**config.mk**
```make
export PLATFORM = sky130hd
export DESIGN_NAME = packet_crc16_appender
export DESIGN_NICKNAME = d
export VERILOG_FILES = /design/src/pca_pkg.sv /design/src/pca_crc_stage.sv /design/src/pca_out_stage.sv /design/src/packet_crc16_appender.sv
export VERILOG_INCLUDE_DIRS = /design/src /design/src/src
export SDC_FILE = /design/constraint.sdc
export NUM_CORES = 1
export LEC_CHECK = 0
export BUFFER_PORTS_ARGS = -buffer_cell sky130_fd_sc_hd__buf_4
export CORE_AREA = 3 3 72 74
export DETAILED_ROUTE_END_ITERATION = 7
export DIE_AREA = 0 0 75 77
export GPL_ROUTABILITY_DRIVEN = 0
export GPL_TIMING_DRIVEN = 0
export PLACE_DENSITY = 0.73
export SLEW_MARGIN = 15
export SYNTH_ARGS = -nofsm -noshare
export SYNTH_HDL_FRONTEND = slang
export SYNTH_SLANG_ARGS = --single-unit
```
**constraint.sdc**
```tcl
create_clock -name clk_i -period 2.9 [get_ports clk_i]
set_input_delay 0.58 -clock clk_i [delete_from_list [all_inputs] [get_ports clk_i]]
set_output_delay 0.58 -clock clk_i [all_outputs]
set_load 0.005 [all_outputs]
```
**src/packet_crc16_appender_defines.svh**
```systemverilog
// ----------------------------------------------------------------------------
// packet_crc16_appender assertion macros
// shared concurrent assertion shorthands, clocked on clk_i, reset rst_ni
// ----------------------------------------------------------------------------
`ifndef PACKET_CRC16_APPENDER_DEFINES_SVH
`define PACKET_CRC16_APPENDER_DEFINES_SVH

// same-cycle implication, disabled while in reset
`define PCA_ASSERT_IMP(lbl, ante, cons, msg) \
  lbl: assert property (@(posedge clk_i) disable iff (!rst_ni) (ante) |-> (cons)) \
    else $error(msg);

// next-cycle implication, disabled while in reset
`define PCA_ASSERT_NXT(lbl, ante, cons, msg) \
  lbl: assert property (@(posedge clk_i) disable iff (!rst_ni) (ante) |=> (cons)) \
    else $error(msg);

`endif

```
**src/pca_pkg.sv**
```systemverilog
// ----------------------------------------------------------------------------
// pca_pkg
// crc-16/modbus constants, the entry passed between stages, byte update
// ----------------------------------------------------------------------------
package pca_pkg;

  localparam logic [15:0] CRC_PRESET = 16'hFFFF;
  localparam logic [15:0] CRC_POLY   = 16'hA001;

  // one accepted byte with its crc and end-of-packet flag
  typedef struct packed {
    logic [7:0]  data;
    logic [15:0] crc;
    logic        last;
  } entry_t;

  // reflected crc update, one byte lsb first
  function automatic logic [15:0] crc16_update(input logic [15:0] crc,
                                               input logic [7:0]  b);
    logic [15:0] c;
    c = crc ^ {8'h00, b};
    for (int k = 0; k < 8; k++) begin
      if (c[0]) begin
        c = (c >> 1) ^ CRC_POLY;
      end else begin
        c = c >> 1;
      end
    end
    return c;
  endfunction

endpackage

```
**src/pca_crc_stage.sv**
```systemverilog
// ----------------------------------------------------------------------------
// pca_crc_stage
// input register, running crc and byte count, feeds one entry downstream
// ----------------------------------------------------------------------------
`include "packet_crc16_appender_defines.svh"

module pca_crc_stage #(
  parameter int PACKET_BYTES = 8
) (
  input  logic            clk_i,
  input  logic            rst_ni,
  input  logic            in_valid_i,
  output logic            in_ready_o,
  input  logic [7:0]      in_byte_i,
  output logic            ent_valid_o,
  input  logic            ent_ready_i,
  output pca_pkg::entry_t ent_o
);

  localparam int CntW = (PACKET_BYTES > 1) ? $clog2(PACKET_BYTES) : 1;
  localparam logic [CntW-1:0] LastCnt = CntW'(PACKET_BYTES - 1);

  logic            in_valid_q;
  logic [7:0]      in_byte_q;
  logic [15:0]     crc_q, crc_d;
  logic [CntW-1:0] count_q, count_d;
  logic [15:0]     crc_next;
  logic            is_last;
  logic            advance;

  assign advance    = in_valid_q && ent_ready_i;
  assign in_ready_o = !in_valid_q || ent_ready_i;

  assign crc_next = pca_pkg::crc16_update(crc_q, in_byte_q);
  assign is_last  = (count_q == LastCnt);

  always_comb begin
    crc_d   = crc_q;
    count_d = count_q;
    if (advance) begin
      if (is_last) begin
        crc_d   = pca_pkg::CRC_PRESET;
        count_d = '0;
      end else begin
        crc_d   = crc_next;
        count_d = count_q + 1'b1;
      end
    end
  end

  always_ff @(posedge clk_i or negedge rst_ni) begin
    if (!rst_ni) begin
      in_valid_q <= 1'b0;
      crc_q      <= pca_pkg::CRC_PRESET;
      count_q    <= '0;
    end else begin
      crc_q   <= crc_d;
      count_q <= count_d;
      if (in_valid_i && in_ready_o) begin
        in_valid_q <= 1'b1;
      end else if (advance) begin
        in_valid_q <= 1'b0;
      end
    end
  end

  // payload register
  always_ff @(posedge clk_i) begin
    if (in_valid_i && in_ready_o) begin
      in_byte_q <= in_byte_i;
    end
  end

  assign ent_valid_o = in_valid_q;
  assign ent_o.data  = in_byte_q;
  assign ent_o.crc   = crc_next;
  assign ent_o.last  = is_last;

  `PCA_ASSERT_IMP(a_count_range, 1'b1, count_q <= LastCnt,
                  "byte count beyond packet length")
  `PCA_ASSERT_NXT(a_crc_preset_after_last, advance && is_last,
                  crc_q == pca_pkg::CRC_PRESET && count_q == '0,
                  "crc not preset after last byte")

endmodule

```
**src/pca_out_stage.sv**
```systemverilog
// ----------------------------------------------------------------------------
// pca_out_stage
// result register, sends payload byte then crc low and high on packet end
// ----------------------------------------------------------------------------
`include "packet_crc16_appender_defines.svh"

module pca_out_stage (
  input  logic            clk_i,
  input  logic            rst_ni,
  input  logic            ent_valid_i,
  output logic            ent_ready_o,
  input  pca_pkg::entry_t ent_i,
  output logic            out_valid_o,
  input  logic            out_ready_i,
  output logic [7:0]      out_byte_o,
  output logic            out_is_crc_o,
  output logic            out_end_o
);

  typedef enum logic [1:0] {
    PH_DATA,
    PH_CRC_LO,
    PH_CRC_HI
  } phase_e;

  phase_e          phase_q;
  logic            valid_q;
  pca_pkg::entry_t ent_q;
  logic            fire;
  logic            done;

  assign fire = valid_q && out_ready_i;
  assign done = fire && ((phase_q == PH_CRC_HI) || (phase_q == PH_DATA && !ent_q.last));
  assign ent_ready_o = !valid_q || done;

  always_ff @(posedge clk_i or negedge rst_ni) begin
    if (!rst_ni) begin
      valid_q <= 1'b0;
      phase_q <= PH_DATA;
    end else begin
      if (ent_valid_i && ent_ready_o) begin
        valid_q <= 1'b1;
        phase_q <= PH_DATA;
      end else if (done) begin
        valid_q <= 1'b0;
        phase_q <= PH_DATA;
      end else if (fire) begin
        case (phase_q)
          PH_DATA:   phase_q <= PH_CRC_LO;
          PH_CRC_LO: phase_q <= PH_CRC_HI;
          default:   phase_q <= PH_DATA;
        endcase
      end
    end
  end

  // payload register
  always_ff @(posedge clk_i) begin
    if (ent_valid_i && ent_ready_o) begin
      ent_q <= ent_i;
    end
  end

  always_comb begin
    case (phase_q)
      PH_DATA:   out_byte_o = ent_q.data;
      PH_CRC_LO: out_byte_o = ent_q.crc[7:0];
      PH_CRC_HI: out_byte_o = ent_q.crc[15:8];
      default:   out_byte_o = ent_q.data;
    endcase
  end

  assign out_valid_o  = valid_q;
  assign out_is_crc_o = (phase_q != PH_DATA);
  assign out_end_o    = (phase_q == PH_CRC_HI);

  `PCA_ASSERT_IMP(a_end_on_crc, out_valid_o && out_end_o, out_is_crc_o,
                  "frame end on a payload byte")
  `PCA_ASSERT_IMP(a_crc_only_on_last, valid_q && phase_q != PH_DATA, ent_q.last,
                  "crc byte for a packet that has not ended")
  `PCA_ASSERT_NXT(a_hi_follows_lo, fire && phase_q == PH_CRC_LO,
                  out_valid_o && out_is_crc_o && out_end_o,
                  "crc high byte does not follow low byte")

endmodule

```
**src/packet_crc16_appender.sv**
```systemverilog
// ----------------------------------------------------------------------------
// packet_crc16_appender
// pass-through byte stream with crc-16/modbus appended after each packet
// ----------------------------------------------------------------------------
// Payload bytes enter on the slave stream and leave unchanged on the master
// stream, one byte per cycle when the sink keeps tready high and no crc byte
// is going out. Every PACKET_BYTES bytes make one packet; after its last
// byte two more bytes go out: the crc low byte and then the crc high byte,
// both flagged in tuser, the high byte also carrying tlast. The crc (preset
// 0xFFFF, reflected polynomial 0xA001, lsb first) covers the payload bytes
// of the packet only and is preset again for the next packet. An input
// request passes through the input register and then the result register
// before its payload byte appears on the output. Throughput is one byte per
// cycle while the sink is ready; at packet end the single result register
// sends three bytes for the last request and takes no new entry meanwhile.
// The input register takes one more request while the output is stalled.
// ----------------------------------------------------------------------------
`include "packet_crc16_appender_defines.svh"

module packet_crc16_appender #(
  parameter int PACKET_BYTES = 8   // payload bytes per packet, 1 to 255
) (
  input  logic       clk_i,
  input  logic       rst_ni,
  // slave stream: payload bytes
  input  logic       s_axis_tvalid_i,
  output logic       s_axis_tready_o,
  input  logic [7:0] s_axis_tdata_i,   // [7:0] data_byte
  // master stream: payload and crc bytes
  output logic       m_axis_tvalid_o,
  input  logic       m_axis_tready_i,
  output logic [7:0] m_axis_tdata_o,   // [7:0] out_byte
  output logic       m_axis_tuser_o,   // [0] is_crc
  output logic       m_axis_tlast_o    // frame_end, on the crc high byte
);

  // entry handshake between crc stage and output stage
  logic            ent_valid;
  logic            ent_ready;
  pca_pkg::entry_t ent;

  // input register plus crc update: the crc of the byte held in the input
  // register is computed in one pass and handed over with the byte
  pca_crc_stage #(
    .PACKET_BYTES(PACKET_BYTES)
  ) u_crc_stage (
    .clk_i      (clk_i),
    .rst_ni     (rst_ni),
    .in_valid_i (s_axis_tvalid_i),
    .in_ready_o (s_axis_tready_o),
    .in_byte_i  (s_axis_tdata_i),
    .ent_valid_o(ent_valid),
    .ent_ready_i(ent_ready),
    .ent_o      (ent)
  );

  // result register: one beat for a payload byte, three at packet end
  pca_out_stage u_out_stage (
    .clk_i       (clk_i),
    .rst_ni      (rst_ni),
    .ent_valid_i (ent_valid),
    .ent_ready_o (ent_ready),
    .ent_i       (ent),
    .out_valid_o (m_axis_tvalid_o),
    .out_ready_i (m_axis_tready_i),
    .out_byte_o  (m_axis_tdata_o),
    .out_is_crc_o(m_axis_tuser_o),
    .out_end_o   (m_axis_tlast_o)
  );

  // a payload request is never taken while the input register is full and
  // the output stage holds its entry
  `PCA_ASSERT_IMP(a_no_overrun, s_axis_tready_o && !ent_ready, !ent_valid,
                  "input register overrun")

endmodule

```
==> results.toml, run 1 <==
[yosys]
synth.top_cells.by_area = "sky130_fd_sc_hd__edfxtp_1 (41%), sky130_fd_sc_hd__dfstp_2 (18%), sky130_fd_sc_hd__dfrtp_1 (7.3%), sky130_fd_sc_hd__nor2_1 (5.5%), sky130_fd_sc_hd__xnor2_1 (4.8%)"
avgSynthCellArea_sq_um = 13.0
netlist_area_sq_mm = 0.00239
synthDistinctLibCells = 30
synth_seq_cells = 56
synth_seq_area_share_pct = 66.4
synthesis.instances = 184
synth_edf_count = 33
yosysWarningCount = 0
syn_nets = 201
synth_top_cell_area_share_pct = 41.5
synth_top_cell_by_area = "sky130_fd_sc_hd__edfxtp_1"
synthArstFlopShare_pct = 41.1
synth_flop_cell = "sky130_fd_sc_hd__edfxtp_1"

[sta]
grt_setup_unrepaired = "false"
post-route-period-util_pct = 90.5
timing.max_slew.rel_slack_pct = 66.5
setup_slack_ps = 276
worst_clock_skew_ps = 2.37
count_of_endpoints_failing_hold_in_the_final_timing_report = 0
finish_stage_setup_viols = 0
post-route-min-period_ps = 2620
timing.final.max_slew_violations = 0
fin_worst_hold_slack_ps = 151
pin_slew_with_the_least_headroom_to_its_limit_ps = 502
fmaxAchievable_mhz = 381

[grt]
grt_util_all_layers_pct = 15.8
grt_antenna_before_repair = 0
first_global_vias = 1364
use_met3_pct = 4.46
use_met1_pct = 21.1
grt.overflow.total = 0
grt_pass1_wl_um = 6690
routing_usage_on_met2_pct = 24.1
pin_count_of_the_biggest_net_entering_global_routing = 35
grt_most_used_layer = "met2"

[layout]
area_growth_pct = 15.8
layout-drive-gt1-share_pct = 26.0
layout.cell_area.non_filler_sq_mm = 0.00277
leading_cell_types_in_the_layout_fill_and_taps_excluded = "sky130_fd_sc_hd__nor2_1 (35), sky130_fd_sc_hd__edfxtp_1 (33), sky130_fd_sc_hd__buf_4 (24)"
final_common_cell = "sky130_fd_sc_hd__nor2_1"
final_stage_net_count = 231
insertedDiodeCount = 0

[critical_path]
critPathMaxFanout = 34
crit_required_ps = 2870
worst_setup_path_start_kind = "register"
timing.reg2reg.setup_slack_ps = 280
worst_ep_arrival_time_ps = 2590
critPathKind = "register to register"
critical_path.endpoint_type = "register"

[status]
outcome = "completed"

[route]
drt_first_pass_iters = 4
via_count = 1404
drt-total-wl_um = 4080
via_per_inst = 5.22
routedWlPerCell_um = 15.2
drt_iter0_markers = 42
antenna_left = 0
drt_drc_violations_left = 0

[die]
rows = 25
core_area_sq_mm = 0.00466
floorplan.io_pins = 24
dieArea_sq_mm = 0.00578
fp.dieH_um = 77
dieWidth_um = 75
initial_utilization_pct = 51.3

[min_path]
hold_class = "primary input to asynchronous set/reset pin"

[clock_tree]
clock_insertion_delay_at_the_later_pin_of_the_skew_report_ps = 300
cts.sinks = 56
cts-root-to-sink-buffers = 2
tritoncts_clock_tree = "built"
root_buffer = "sky130_fd_sc_hd__clkbuf_8"
numCtsBuffers = 5
cts-htree-levels = 2
worst_setup_hold_path_clk_slew_ps = 90
cts_hold_buf = 0

[place]
detailed_place.area_sq_mm = 0.00264
place.detailed.hpwl_um = 2790
placement.io_buffers = 23
detailedPlace.worstSlack_ps = -505

[flow_run]
timing.max_cap.violations = 0
-- timing repair --
item                                    4_1_cts  5_1_grt
endpoints found under the setup margin       34       34
resized for setup                             4        4
setup buffers                                 0        0
-- critical path: stages (launching register included) --
cell and delay, ps:
sky130_fd_sc_hd__dfrtp_1 390, sky130_fd_sc_hd__inv_1 120, sky130_fd_sc_hd__ha_1 180, sky130_fd_sc_hd__clkbuf_2 240, sky130_fd_sc_hd__o21ai_0 220, sky130_fd_sc_hd__a21boi_2 390, sky130_fd_sc_hd__buf_2 320, sky130_fd_sc_hd__buf_4 400
-- cells by family after synthesis --
logic type,synth area share [%]
buffers and inverters,2.57
muxes,1.41
and+or+nand+nor,7.49
DFF,66.4
AOI/OAI and AO/OA,10.0
adders and majority gates,2.62
xor gates and xnor gates,9.53
-- layer usage --
metal | wire length, um | vias up | share of wire [%]
met2 | 1990 | 23 | 49
met1 | 1850 | 676 | 45
li1 | - | 699 | -
met4 | 72 | 0 | 1.8
met5 | 0 | - | 0
met3 | 161 | 6 | 3.9
-- cell usage after synthesis, types with 3 or more instances --
| cell | instances |
|---|---|
| sky130_fd_sc_hd__nor2_1 | 35 |
| sky130_fd_sc_hd__dfstp_2 | 16 |
| sky130_fd_sc_hd__inv_1 | 7 |
| sky130_fd_sc_hd__mux2_2 | 3 |
| sky130_fd_sc_hd__xor2_1 | 5 |
| sky130_fd_sc_hd__clkbuf_1 | 7 |
| sky130_fd_sc_hd__ha_1 | 5 |
| sky130_fd_sc_hd__edfxtp_1 | 33 |
| sky130_fd_sc_hd__dfrtp_1 | 7 |
| sky130_fd_sc_hd__xnor2_1 | 13 |
| sky130_fd_sc_hd__nand2_1 | 3 |
| sky130_fd_sc_hd__a21oi_1 | 22 |
| sky130_fd_sc_hd__a22oi_1 | 8 |
-- sequential cells by signal, summed over array words and instances, names as in the netlist --
name                     flops
u_crc_stage.in_byte_q        8
u_crc_stage.count_q          3
u_crc_stage.ent_valid_o      1
u_out_stage.ent_q           25
u_out_stage.out_valid_o      1
u_out_stage.phase_q          2
u_crc_stage.crc_q           16
-- worst paths after layout --
path,startpoint,end,cells past startpoint
min reg2reg,u_crc_stage.in_byte_q[5],u_out_stage.ent_q[22],0
max,u_out_stage.phase_q[0],u_out_stage.ent_q[14],7
max in group asynchronous,rst_ni,u_crc_stage.crc_q[5],1
min in group clk_i,s_axis_tdata_i[0],u_crc_stage.in_byte_q[0],1
max reg2reg,u_out_stage.phase_q[0],u_out_stage.ent_q[14],7
min,rst_ni,u_out_stage.out_valid_o,1
-- through the flow --
| step | setup TNS, ps | util (%) | instances |
|---|---|---|---|
| floorplan | 0 | - | 184 |
| global placement | -15060 | 56.6 | 261 |
| detailed placement | -16080 | 56.6 | 261 |
| CTS | 0 | 59.3 | 269 |
| global route | 0 | 59.4 | 269 |
| finish | 0 | 59.4 | 269 |
-- cell type report --
cell class              instances  area (sq um)
multi-input cells             112           746
inverters                       7          26.3
clock inverters                 1          30.0
repair buffers                 23           173
plain buffers                   9          41.3
well taps                      54          67.6
fillers                       369          1890
flip-flops and latches         56          1590
clock buffers                   7          96.3
Power of run 1 is left out: the tool's default activity adds up to more than one toggle a clock period on the data nets, which glitch-free logic cannot reach.
==> run 2, diff against run 1 <==
--- a/config.mk
+++ b/config.mk
@@ -7,12 +7,12 @@
 export NUM_CORES = 1
 export LEC_CHECK = 0
 export BUFFER_PORTS_ARGS = -buffer_cell sky130_fd_sc_hd__buf_4
-export CORE_AREA = 3 3 72 74
+export CORE_AREA = 3 3 83 65
 export DETAILED_ROUTE_END_ITERATION = 7
-export DIE_AREA = 0 0 75 77
+export DIE_AREA = 0 0 86 68
 export GPL_ROUTABILITY_DRIVEN = 0
 export GPL_TIMING_DRIVEN = 0
-export PLACE_DENSITY = 0.73
+export PLACE_DENSITY_LB_ADDON = 0.1
 export SLEW_MARGIN = 15
 export SYNTH_ARGS = -nofsm -noshare
 export SYNTH_HDL_FRONTEND = slang
==> run 2 against run 1 <==
  * Via count increased by 1.3%
  * Final cell count rose by 1.1%
  * Worst hold slack got worse by 11 ps
  * Critical endpoint is now m_axis_tdata_o[1]
  * Wire length up 9.1%
  * Die area is 1.3% higher
  * First-iteration DRC count rose by 62%
  * Global-route usage grew 1.1 points
  * Flip-flop and latch count is the same
  * Clock skew rose by 4.7 ps
==> results.toml, run 2 (synthesis gave the netlist of run 1 again) <==
[sta]
grt_setup_unrepaired = "false"
worst_clock_skew_ps = 7.08
pin_slew_with_the_least_headroom_to_its_limit_ps = 508
post-route-min-period_ps = 2650
finish_stage_setup_viols = 0
count_of_endpoints_failing_hold_in_the_final_timing_report = 0
timing.max_slew.rel_slack_pct = 66.1
post-route-period-util_pct = 91.4
fmaxAchievable_mhz = 377
timing.final.max_slew_violations = 0

[layout]
final_common_cell = "sky130_fd_sc_hd__nor2_1"
insertedDiodeCount = 0
largest_register = "u_out_stage.ent_q"
final_stage_net_count = 231
leading_registers_by_flop_count = "u_out_stage.ent_q: 25 flops, u_crc_stage.crc_q: 16 flops, u_crc_stage.in_byte_q: 8 flops"
layout.cell_area.non_filler_sq_mm = 0.00273
area_growth_pct = 14.4
largest_register_ff_count = 25
layout.cells.non_filler = 272
leading_cell_types_in_the_layout_fill_and_taps_excluded = "sky130_fd_sc_hd__nor2_1 (35), sky130_fd_sc_hd__edfxtp_1 (33), sky130_fd_sc_hd__buf_4 (24)"
layout-drive-gt1-share_pct = 25.1

[grt]
first_global_vias = 1394
grt.overflow.total = 0
pin_count_of_the_biggest_net_entering_global_routing = 35
grt_pass1_wl_um = 7230
grt_util_all_layers_pct = 16.8
grt_antenna_before_repair = 0

[die]
core_area_sq_mm = 0.00455
dieArea_sq_mm = 0.00585
initial_utilization_pct = 52.6
fp.dieH_um = 68
rows = 21
dieWidth_um = 86
floorplan.io_pins = 24

[route]
routedWlPerCell_um = 16.4
drt-total-wl_um = 4450
drt_first_pass_iters = 4
via_per_inst = 5.23
drt_drc_violations_left = 0
antenna_left = 0
via_count = 1422
drt_iter0_markers = 68

[critical_path]
critPathMaxFanout = 10
timing.reg2reg.setup_slack_ps = 300
worstSetupPathDepth = 7
timing.critical_path.slowest_stage_cell = "sky130_fd_sc_hd__dfrtp_1"
crit_required_ps = 2320
reg2regPathDepth = 7
r2r_end = "u_out_stage.ent_q[11]"
critPathKind = "register to output pin"
worstReg2RegStart = "u_out_stage.phase_q[0]"
critical_path.endpoint_type = "output pin"
critPathMaxStageDelay_ps = 390
critPathTopFamily = "buffers and inverters"
worst_ep_arrival_time_ps = 2070
worst_setup_path_start_kind = "register"
cp.buffers_inverters = 4
cp_cell_sequence = "inv_1 -> ha_1 -> clkbuf_1 -> clkbuf_2 -> nor2_1 -> a21oi_1 -> buf_4"

[flow_run]
timing.max_cap.violations = 0

[clock_tree]
numCtsBuffers = 5
tritoncts_clock_tree = "built"
cts-root-to-sink-buffers = 2
clock_insertion_delay_at_the_later_pin_of_the_skew_report_ps = 310
worst_setup_hold_path_clk_slew_ps = 90
cts-htree-levels = 2
cts.sinks = 56
root_buffer = "sky130_fd_sc_hd__clkbuf_8"

[place]
place.detailed.hpwl_um = 3090
placement.io_buffers = 23
dp.cells = 264
detailed_place.area_sq_mm = 0.00264

[status]
outcome = "completed"

[min_path]
hold_class = "primary input to asynchronous set/reset pin"
run 2: cell count changes in the layout (fill, tap and decap cells not counted), sizes merged:
cell / previous run / this run
bufinv: 1 / 0
clkbuf: 14 / 15
run 2: layer usage:
metal / vias up / global-route usage, % / wire length, um
met3: 4 / 4.09 / 286
li1: 696 / - / -
met5: - / 0 / 0
met2: 31 / 26.5 / 2000
met1: 691 / 23.5 / 2130
met4: 0 / 4.74 / 27
run 2: metrics by stage:
step	utilization, %	hold slack (ps)	setup slack, ps	TNS [ps]
after floorplan	-	284	213	0
after global routing	60.1	165	86.7	0
after detailed placement	58.1	459	-468	-14850
after global placement	58.1	460	-434	-13540
after CTS	60.1	160	35.0	0
final	60.1	140	249	0
run 2: worst max-delay path by stage:
stage / slack [ps] / end / start
6_report: 250 / m_axis_tdata_o[1] / u_out_stage.phase_q[1]
4_1_cts: 30 / u_out_stage.ent_q[12] / u_out_stage.phase_q[0]
2_1_floorplan: 210 / u_out_stage.ent_q[0] / u_out_stage.phase_q[0]
3_3_place_gp: -430 / u_out_stage.ent_q[22] / u_out_stage.phase_q[0]
5_1_grt: 90 / m_axis_tdata_o[7] / u_out_stage.phase_q[1]
3_5_place_dp: -470 / u_out_stage.ent_q[10] / u_out_stage.phase_q[0]
run 2: area by class of cell:
cell class | count | area [sq um]
Buffer | 9 | 41.3
Inverter | 7 | 26.3
Clock buffer | 8 | 90.1
Sequential cell | 56 | 1590
Multi-Input combinational cell | 112 | 746
Fill cell | 378 | 1810
Timing Repair Buffer | 23 | 173
Tap cell | 57 | 71.3
run 2: worst register-to-register path, cell delays in order, from the launching register on:
cell and delay (ps):
sky130_fd_sc_hd__dfrtp_1 390, sky130_fd_sc_hd__inv_1 130, sky130_fd_sc_hd__ha_1 180, sky130_fd_sc_hd__clkbuf_2 260
sky130_fd_sc_hd__o21ai_0 220, sky130_fd_sc_hd__a21boi_2 350, sky130_fd_sc_hd__buf_2 310, sky130_fd_sc_hd__buf_4 420
run 2: timing repair:
item	CTS	global route
setup endpoints to repair	34	37
buffers inserted	0	0
resized for setup	4	4
hold endpoints to repair	0	0
hold buffers	0	0
cloned	0	0
Power of run 2 is left out for the same reason.
